<file path="config.mk">
export PLATFORM = sky130hd
export DESIGN_NAME = route_longest_prefix_match
export DESIGN_NICKNAME = d
export VERILOG_FILES = /design/src/rtl/rlpm_pkg.sv /design/src/rtl/route_longest_prefix_match.sv /design/src/rtl/rlpm_ctrl.sv /design/src/rtl/rlpm_datapath.sv
export SDC_FILE = /design/constraint.sdc
export NUM_CORES = 2
export LEC_CHECK = 0
export ABC_AREA = 0
export BUFFER_PORTS_ARGS = -buffer_cell sky130_fd_sc_hd__buf_4
export CORE_UTILIZATION = 45
export DETAILED_ROUTE_END_ITERATION = 7
export PLACE_DENSITY = 0.64
export SLEW_MARGIN = 15
export SYNTH_ARGS = -nofsm -noshare
export SYNTH_HDL_FRONTEND = slang
export SYNTH_SLANG_ARGS = --single-unit
</file>
<file path="constraint.sdc">
create_clock -name i_clk -period 11.76 [get_ports i_clk]
set_input_delay 0 -clock i_clk [delete_from_list [all_inputs] [get_ports i_clk]]
set_output_delay 0 -clock i_clk [all_outputs]
set_load 0.01 [all_outputs]
</file>
<file path="src/rtl/rlpm_pkg.sv">
package rlpm_pkg;

    localparam int unsigned ADDR_W = 32;
    localparam int unsigned SLOT_W = 4;
    localparam int unsigned PORT_W = 2;

    localparam logic FUNC_WRITE  = 1'b0;
    localparam logic FUNC_LOOKUP = 1'b1;

    typedef struct packed {
        logic wr;
        logic load;
        logic rd;
        logic emit;
    } t_dp_cmd;

endpackage

</file>
<file path="src/rtl/route_longest_prefix_match.sv">
// IPv4 longest-prefix-match routing table.
// Command channel: an item is taken at a clock edge with start high and
// busy low. i_func selects a slot write or an address lookup.
// A write stores the route fields at i_slot_index in the same cycle and
// gives no result; busy stays low, so writes can be issued every cycle
// outside a lookup. Writes to a slot at or above ENTRIES are dropped.
// A lookup raises busy and walks the table one slot per cycle through a
// single read port of the route memory, then passes a flush state and a
// done state. The result appears on the o_ ports with o_valid high for
// one cycle; busy drops in that same cycle, so a new item can be taken
// while the result is shown. A new lookup is not taken before the last
// one has given its result.
// The largest mask wins, the lowest slot wins a tie, and a zero mask
// matches every address. No match gives o_hit low and zero fields.
// The receiver cannot stall: each result is shown for exactly one cycle.
// Reset (synchronous, active low) invalidates all slots and aborts any
// lookup in progress without a result.
module route_longest_prefix_match #(
    parameter int unsigned ENTRIES = 16
) (
    input  logic                        i_clk,
    input  logic                        i_rst_n,
    input  logic                        start,
    output logic                        busy,
    input  logic                        i_func,
    input  logic [rlpm_pkg::SLOT_W-1:0] i_slot_index,
    input  logic                        i_slot_valid,
    input  logic [rlpm_pkg::ADDR_W-1:0] i_route_dest,
    input  logic [rlpm_pkg::ADDR_W-1:0] i_route_mask,
    input  logic [rlpm_pkg::ADDR_W-1:0] i_route_gateway,
    input  logic [rlpm_pkg::PORT_W-1:0] i_route_port,
    input  logic [rlpm_pkg::ADDR_W-1:0] i_lookup_addr,
    output logic                        o_valid,
    output logic                        o_hit,
    output logic [rlpm_pkg::SLOT_W-1:0] o_match_slot,
    output logic [rlpm_pkg::ADDR_W-1:0] o_next_hop,
    output logic [rlpm_pkg::PORT_W-1:0] o_out_port,
    output logic [rlpm_pkg::ADDR_W-1:0] o_match_mask
);

    localparam int unsigned IW = (ENTRIES > 1) ? $clog2(ENTRIES) : 1;

    rlpm_pkg::t_dp_cmd cmd;
    logic [IW-1:0]     rd_idx;

    rlpm_ctrl #(
        .ENTRIES (ENTRIES),
        .IW      (IW)
    ) u_ctrl (
        .i_clk    (i_clk),
        .i_rst_n  (i_rst_n),
        .start    (start),
        .i_func   (i_func),
        .busy     (busy),
        .o_valid  (o_valid),
        .o_cmd    (cmd),
        .o_rd_idx (rd_idx)
    );

    rlpm_datapath #(
        .ENTRIES (ENTRIES),
        .IW      (IW)
    ) u_datapath (
        .i_clk           (i_clk),
        .i_rst_n         (i_rst_n),
        .i_cmd           (cmd),
        .i_rd_idx        (rd_idx),
        .i_slot_index    (i_slot_index),
        .i_slot_valid    (i_slot_valid),
        .i_route_dest    (i_route_dest),
        .i_route_mask    (i_route_mask),
        .i_route_gateway (i_route_gateway),
        .i_route_port    (i_route_port),
        .i_lookup_addr   (i_lookup_addr),
        .o_hit           (o_hit),
        .o_match_slot    (o_match_slot),
        .o_next_hop      (o_next_hop),
        .o_out_port      (o_out_port),
        .o_match_mask    (o_match_mask)
    );

endmodule

</file>
<file path="src/rtl/rlpm_ctrl.sv">
module rlpm_ctrl #(
    parameter int unsigned ENTRIES = 16,
    parameter int unsigned IW      = 4
) (
    input  logic               i_clk,
    input  logic               i_rst_n,
    input  logic               start,
    input  logic               i_func,
    output logic               busy,
    output logic               o_valid,
    output rlpm_pkg::t_dp_cmd  o_cmd,
    output logic [IW-1:0]      o_rd_idx
);

    typedef enum logic [1:0] {
        S_IDLE,
        S_SCAN,
        S_FLUSH,
        S_DONE
    } t_state;

    t_state        r_state, n_state;
    logic [IW-1:0] r_cnt, n_cnt;
    logic          r_valid;
    logic          accept;
    logic          last;

    assign accept = start && (r_state == S_IDLE);
    assign last   = (r_cnt == IW'(ENTRIES - 1));

    always_comb begin
        n_state = r_state;
        n_cnt   = r_cnt;
        case (r_state)
            S_IDLE: begin
                n_cnt = '0;
                if (accept && (i_func == rlpm_pkg::FUNC_LOOKUP)) begin
                    n_state = S_SCAN;
                end
            end
            S_SCAN: begin
                if (last) begin
                    n_state = S_FLUSH;
                end else begin
                    n_cnt = r_cnt + 1'b1;
                end
            end
            S_FLUSH: n_state = S_DONE;
            S_DONE:  n_state = S_IDLE;
            default: n_state = S_IDLE;
        endcase
    end

    always_ff @(posedge i_clk) begin
        if (!i_rst_n) begin
            r_state <= S_IDLE;
            r_cnt   <= '0;
            r_valid <= 1'b0;
        end else begin
            r_state <= n_state;
            r_cnt   <= n_cnt;
            r_valid <= (r_state == S_DONE);
        end
    end

    always_comb begin
        o_cmd.wr   = accept && (i_func == rlpm_pkg::FUNC_WRITE);
        o_cmd.load = accept && (i_func == rlpm_pkg::FUNC_LOOKUP);
        o_cmd.rd   = (r_state == S_SCAN);
        o_cmd.emit = (r_state == S_DONE);
    end

    assign o_rd_idx = r_cnt;
    assign busy     = (r_state != S_IDLE);
    assign o_valid  = r_valid;

endmodule

</file>
<file path="src/rtl/rlpm_datapath.sv">
module rlpm_datapath #(
    parameter int unsigned ENTRIES = 16,
    parameter int unsigned IW      = 4
) (
    input  logic                            i_clk,
    input  logic                            i_rst_n,
    input  rlpm_pkg::t_dp_cmd               i_cmd,
    input  logic [IW-1:0]                   i_rd_idx,
    input  logic [rlpm_pkg::SLOT_W-1:0]     i_slot_index,
    input  logic                            i_slot_valid,
    input  logic [rlpm_pkg::ADDR_W-1:0]     i_route_dest,
    input  logic [rlpm_pkg::ADDR_W-1:0]     i_route_mask,
    input  logic [rlpm_pkg::ADDR_W-1:0]     i_route_gateway,
    input  logic [rlpm_pkg::PORT_W-1:0]     i_route_port,
    input  logic [rlpm_pkg::ADDR_W-1:0]     i_lookup_addr,
    output logic                            o_hit,
    output logic [rlpm_pkg::SLOT_W-1:0]     o_match_slot,
    output logic [rlpm_pkg::ADDR_W-1:0]     o_next_hop,
    output logic [rlpm_pkg::PORT_W-1:0]     o_out_port,
    output logic [rlpm_pkg::ADDR_W-1:0]     o_match_mask
);

    logic [rlpm_pkg::ADDR_W-1:0] mem_dest [ENTRIES];
    logic [rlpm_pkg::ADDR_W-1:0] mem_mask [ENTRIES];
    logic [rlpm_pkg::ADDR_W-1:0] mem_gw   [ENTRIES];
    logic [rlpm_pkg::PORT_W-1:0] mem_port [ENTRIES];
    logic                        r_slot_valid [ENTRIES];

    logic [IW-1:0]               wr_addr;
    logic                        wr_en;

    logic [rlpm_pkg::ADDR_W-1:0] r_addr;
    logic                        r_cmp;
    logic [IW-1:0]               r_cmp_idx;
    logic                        r_cmp_valid;
    logic [rlpm_pkg::ADDR_W-1:0] r_rd_dest;
    logic [rlpm_pkg::ADDR_W-1:0] r_rd_mask;
    logic [rlpm_pkg::ADDR_W-1:0] r_rd_gw;
    logic [rlpm_pkg::PORT_W-1:0] r_rd_port;

    logic                        r_found;
    logic [IW-1:0]               r_best_idx;
    logic [rlpm_pkg::ADDR_W-1:0] r_best_mask;
    logic [rlpm_pkg::ADDR_W-1:0] r_best_gw;
    logic [rlpm_pkg::PORT_W-1:0] r_best_port;

    logic                        match;
    logic                        take;

    assign wr_addr = IW'(i_slot_index);
    assign wr_en   = i_cmd.wr && ({5'b0, i_slot_index} < 9'(ENTRIES));

    always_ff @(posedge i_clk) begin
        if (wr_en) begin
            mem_dest[wr_addr] <= i_route_dest;
            mem_mask[wr_addr] <= i_route_mask;
            mem_gw[wr_addr]   <= i_route_gateway;
            mem_port[wr_addr] <= i_route_port;
        end
        if (i_cmd.rd) begin
            r_rd_dest <= mem_dest[i_rd_idx];
            r_rd_mask <= mem_mask[i_rd_idx];
            r_rd_gw   <= mem_gw[i_rd_idx];
            r_rd_port <= mem_port[i_rd_idx];
        end
    end

    always_ff @(posedge i_clk) begin
        if (!i_rst_n) begin
            for (int i = 0; i < ENTRIES; i++) begin
                r_slot_valid[i] <= 1'b0;
            end
        end else if (wr_en) begin
            r_slot_valid[wr_addr] <= i_slot_valid;
        end
    end

    assign match = r_cmp && r_cmp_valid
                   && ((r_addr & r_rd_mask) == (r_rd_dest & r_rd_mask));
    assign take  = match && (!r_found || (r_rd_mask > r_best_mask));

    always_ff @(posedge i_clk) begin
        if (!i_rst_n) begin
            r_cmp   <= 1'b0;
            r_found <= 1'b0;
        end else begin
            r_cmp <= i_cmd.rd;
            if (i_cmd.load) begin
                r_found <= 1'b0;
            end else if (take) begin
                r_found <= 1'b1;
            end
        end
    end

    always_ff @(posedge i_clk) begin
        if (i_cmd.load) begin
            r_addr <= i_lookup_addr;
        end
        if (i_cmd.rd) begin
            r_cmp_idx   <= i_rd_idx;
            r_cmp_valid <= r_slot_valid[i_rd_idx];
        end
        if (take) begin
            r_best_idx  <= r_cmp_idx;
            r_best_mask <= r_rd_mask;
            r_best_gw   <= r_rd_gw;
            r_best_port <= r_rd_port;
        end
        if (i_cmd.emit) begin
            o_hit        <= r_found;
            o_match_slot <= r_found ? rlpm_pkg::SLOT_W'(r_best_idx) : '0;
            o_next_hop   <= r_found ? r_best_gw : '0;
            o_out_port   <= r_found ? r_best_port : '0;
            o_match_mask <= r_found ? r_best_mask : '0;
        end
    end

endmodule

</file>
# Word level (Yosys, flattened, before mapping)
# Memory sizes are Yosys's and may differ from the RTL's. A register that Yosys moved wholly into a read port is not among the register bits.
# Cells that the tools add are included.
# classes
n_eq_ne	8
n_reduce_logical	15
addsub	1
mux	13
mul	0
shift	0
magnitude_cmp	1
bitwise_logic	4
div_mod_pow	0
# op_table
cell	n
32-bit bitwise AND	2
32-bit == test	1
32-bit > comparator	1
4-bit two-way mux	2
2-bit one-hot mux with 4 select lines	1
4-bit one-hot mux with 2 select lines	1
1-bit two-way mux	7
1-bit logical AND	6
2-bit != test, second input constant	3
4-bit by 1-bit adder with 4-bit output, second input constant	1
2-bit == test, second input constant	2
4-bit == test, second input constant	1
2-bit two-way mux	2
2-bit AND reduction	2
2-bit nonzero test	2
2-bit by 1-bit == test with 1-bit output, second input constant	1
2-bit logical NOT	1
1-bit NOT	2
2-bit OR reduction	1
1-bit logical NOT	1
1-bit logical OR	1
1-bit OR reduction	1
# totals
mem_bits_ro	0
ram_bits	1584
register_bits	186
input_bits	139
memories	5
word_cells	63
latchBits	0
out_inout_bits	73
# mem_list
name	words	word_bits	rd	rd_ports_with_merged_regs	wr	line_no	text
u_datapath.mem_dest	16	32	1	1	1	rlpm_datapath.sv:23	logic [rlpm_pkg::ADDR_W-1:0] mem_dest [ENTRIES];
u_datapath.mem_gw	16	32	1	1	1	rlpm_datapath.sv:25	logic [rlpm_pkg::ADDR_W-1:0] mem_gw [ENTRIES];
u_datapath.mem_mask	16	32	1	1	1	rlpm_datapath.sv:24	logic [rlpm_pkg::ADDR_W-1:0] mem_mask [ENTRIES];
u_datapath.mem_port	16	2	1	1	1	rlpm_datapath.sv:26	logic [rlpm_pkg::PORT_W-1:0] mem_port [ENTRIES];
u_datapath.r_slot_valid	16	1	1	1	16	rlpm_datapath.sv:27	logic r_slot_valid [ENTRIES];

# Longest topological paths before layout
# depth
word_depth	8
mapped_depth	8
depth_no_buf	8

# Hierarchy
# A second synthesis with hierarchy kept.
# unflattened
hier_cells	2851
area_unflattened_um2	70129.8
# by_module_without_submodules
module	seq_area_each_um2	cells_each	n_inst	area_per_inst_um2
rlpm_datapath	55733.5	2806	1	69734.4
rlpm_ctrl	140.1	45	1	395.4

# Worst setup path before layout
# OpenSTA, ideal clock, no wires.
# synth_timing
kind	register to register
from	register u_ctrl.r_state[0]
to	memory u_datapath.r_slot_valid[0]
arrival_ns	8.404
setup_ns	0.125
synth_period_minus_slack_ns	8.529
required_ns	11.635
path_stages_with_launch	9
setup_slack_ns	3.231
path_buffers	0
path_cell_list	dfxtp_1 > inv_1 > ha_1 > nand2_1 > nor3_1 > nand2b_1 > nor3_1 > mux2i_1 > nor2b_1
# synth_rtl
item	line_no	text
start: declaration	rlpm_ctrl.sv:22	t_state r_state, n_state;
start signal: assignment	rlpm_ctrl.sv:60	r_state <= n_state;
end: declaration	rlpm_datapath.sv:27	

# Worst setup path in the final report
# layout_timing
from	register u_ctrl.r_state[0]
to	memory u_datapath.mem_gw[11][12] in the netlist's numbering, enable pin
# layout_via
elab_chain_cells	5
# layout_lines
item	line_no	text
2-bit logical NOT	rlpm_ctrl.sv:28	assign accept = start && (r_state == S_IDLE);
1-bit logical AND	rlpm_ctrl.sv:28	
1-bit logical AND	rlpm_ctrl.sv:67	o_cmd.wr = accept && (i_func == rlpm_pkg::FUNC_WRITE);
1-bit two-way mux	rlpm_datapath.sv:54	if (wr_en) begin
1-bit two-way mux (implied by the code)	rlpm_datapath.sv:57	mem_gw[wr_addr] <= i_route_gateway;
end: declaration	rlpm_datapath.sv:25	
# Every way passes these cells.

==> flow_summary.toml <==
[drt]
vias = 32200
wl_um = 170000
wl_per_cell_um = 30.8
drc = 0
via_per_inst = 5.84
ant_nets = 0
drt-initial-drc-count = 3390
dr.pass1.iters = 5

[floorplanning]
die_y_um = 396
rows = 144
start_util_pct = 45.3
chipWidth_um = 396
ioPinCount = 212
die_area_um2 = 157000
core_area_um2 = 154000

[worst_setup_path]
critPathCaptureType = "flop"
arrival_ps = 4770
worstPathMaxFanout = 45
max_stage_delay_ps = 820
critPathSlowestCell = "buf_4"
path_cells = "inv_1 -> ha_1 -> nand2_1 -> nor3_1 -> nand2_1 -> nor2_4 -> buf_4 -> buf_4"
crit_path_start_kind = "flop"
critPathKind = "reg -> reg"
cp_data_required_time_ps = 12170

[synthesis]
syn_nets = 3005
muxShareOfSynthArea_pct = 16.0
syn_avg_cell_area_um2 = 24.7
synth_simple_gate_area_share_pct = 1.19
synth_edf_count = 1844
synth_adder_area_share_pct = 0.663
seq_area_frac_synth_pct = 80.0
yosys.area.top_type = "edfxtp_1"
synthXorXnorAreaFrac_pct = 0.414
ys_seq_elements = 1869
synth_area_um2 = 69800
synth.most_common_cell = "edfxtp_1"
synth_top_family_by_area = "multiplexers"
synthFlopType = "edfxtp_1"
yosys_warnings = 0
synth_cells = 2829
synth_top_area_share_pct = 79.3
netlist_top_cells_count = "edfxtp_1 (1844), mux4_2 (495), clkbuf_1 (64)"
synth_cell_types = 39
synth.area.top_cells = "edfxtp_1 (79%), mux4_2 (16%), dfxtp_1 (0.72%)"
synthArstFlopShare_pct = 0
synth-compound-area-share_pct = 0.629

[sta]
min_period_over_period_pct = 37.1
fmax_mhz = 229
finalHoldViolCount = 0
skew_ps = 40.3
fin_tns_setup_ps = 0
worstMarginPinSlew_ps = 1130
rsz0062_at_grt = "no"
slew_viol_final = 0
period_needed_ps = 4360
setup_violations = 0
timing.slew.headroom_pct = 24.9

[global_routing]
track_usage_pct = 21.8
first_global_vias = 33400
grt_start_max_net_pins = 154
antenna_found_initial = 20
grt-ovfl-total = 0
grt_pass1_wl_um = 242000

[hold_path]
min_path_type = "in -> reg"

[layout]
drive_above_1_share_pct = 29.5
syn_to_final_growth_pct = 16.7
post-route-util_pct = 52.9
reg_top3 = "u_datapath.mem_dest: 512 flops, u_datapath.mem_gw: 512 flops, u_datapath.mem_mask: 512 flops"
finish.net_count = 3499
fin_area_um2 = 81500

[clock_network]
clk-insertion-delay-late_ps = 800
cts_tree = "yes"
h-tree-depth = 4
clk_pin_slew_ps = 60
clk_path_buf_depth = 3
clkSinkCount = 1869
post_cts_resize_count = 0
cts_made_buffers = 185
cts-root-buf = "clkbuf_16"

[power_and_ir_drop]
p_leak_uw = 0.0252
power_density_nw_per_um2 = 180
vdd_drop_max_mv = 0.153

[placed_design]
gp_congestion = 0.842
dp_hpwl_um = 84800
numPortBuffers = 211
placed_cell_area_um2 = 74100

[run_status]
run_status = "finished, final reports clean"

[run]
maxCapViolations = 0
[metal layers]
layer  share of wire, %  routed length, um  global-route usage [%]
met1                 41              70600                    30.7
met2                 48              81600                    34.4
met3                8.1              13700                    5.18
met4                2.4               4060                    5.67
met5              0.091                154                       0
[cells by family after synthesis]
kind of cell               Yosys count
buffers and inverters              158
DFF                               1869
xor gates and xnor gates            33
and+or+nand+nor                    165
muxes                              501
AOI/OAI and AO/OA                   66
adders and majority gates           37
[metrics by stage]
stage	worst slack, ps	std cells	hold slack [ps]	total power (uW)
after floorplan	3230	2829	98.9	8700
after global placement	7400	5004	180	9150
after detailed placement	7400	5004	179	9180
after CTS	7380	5510	0.187	14800
after global routing	7170	5515	21.5	15100
final	7400	5520	8.14	14700
[layout make-up]
class / count / area [um2]
tap: 2044 / 2560
timing repair buffer: 428 / 3850
clock inverter: 96 / 746
sequential: 1869 / 55900
inverter: 37 / 139
clock buffer: 234 / 4940
multi-input combinational: 802 / 13400
fill: 11600 / 72500
antenna: 10 / 25.0
[report_power, final]
part	switching (uW)	internal, uW
Sequential	124	7560
Combinational	738	653
Clock	2430	3160
[layout by cell type, fill, tap and decap left out, drive strengths merged, types with 27 or more instances in the layout]
| cell | count |
|---|---|
| and2 | 43 |
| buf | 252 |
| clkbuf | 234 |
| clkinv | 76 |
| dlygate4sd3 | 176 |
| edfxtp | 1844 |
| ha | 37 |
| inv | 43 |
| mux4 | 495 |
| nand2 | 27 |
| nor2 | 51 |
| xor2 | 33 |
[worst max-delay path, delay by kind of cell, from the launching register on]
family | cells | cell delay, ps
adder cells (fa/ha/maj) | 1 | 280
buffers and inverters | 3 | 1730
flip-flops | 1 | 390
AND/OR/NAND/NOR | 4 | 1420
[repair_timing]
| item | CTS | global route |
|---|---|---|
| buffers inserted | 0 | 0 |
| hold endpoints to repair | 1625 | 0 |
| hold buffers | 176 | 0 |
[path summary, 6_finish.rpt]
path | from | to | slack (ps) | cells after the start
worst max register to register | u_ctrl.r_state[0] | u_datapath.mem_gw[11][12] | 7400 | 8
worst min register to register | u_datapath.r_rd_gw[28] | u_datapath.r_best_gw[28] | 420 | 0
worst max-delay path | u_ctrl.r_state[0] | u_datapath.mem_gw[11][12] | 7400 | 8
worst min-delay path | i_slot_index[1] | u_datapath.mem_dest[8][17] | 8 | 3
Power figures use the tool's default switching activity.
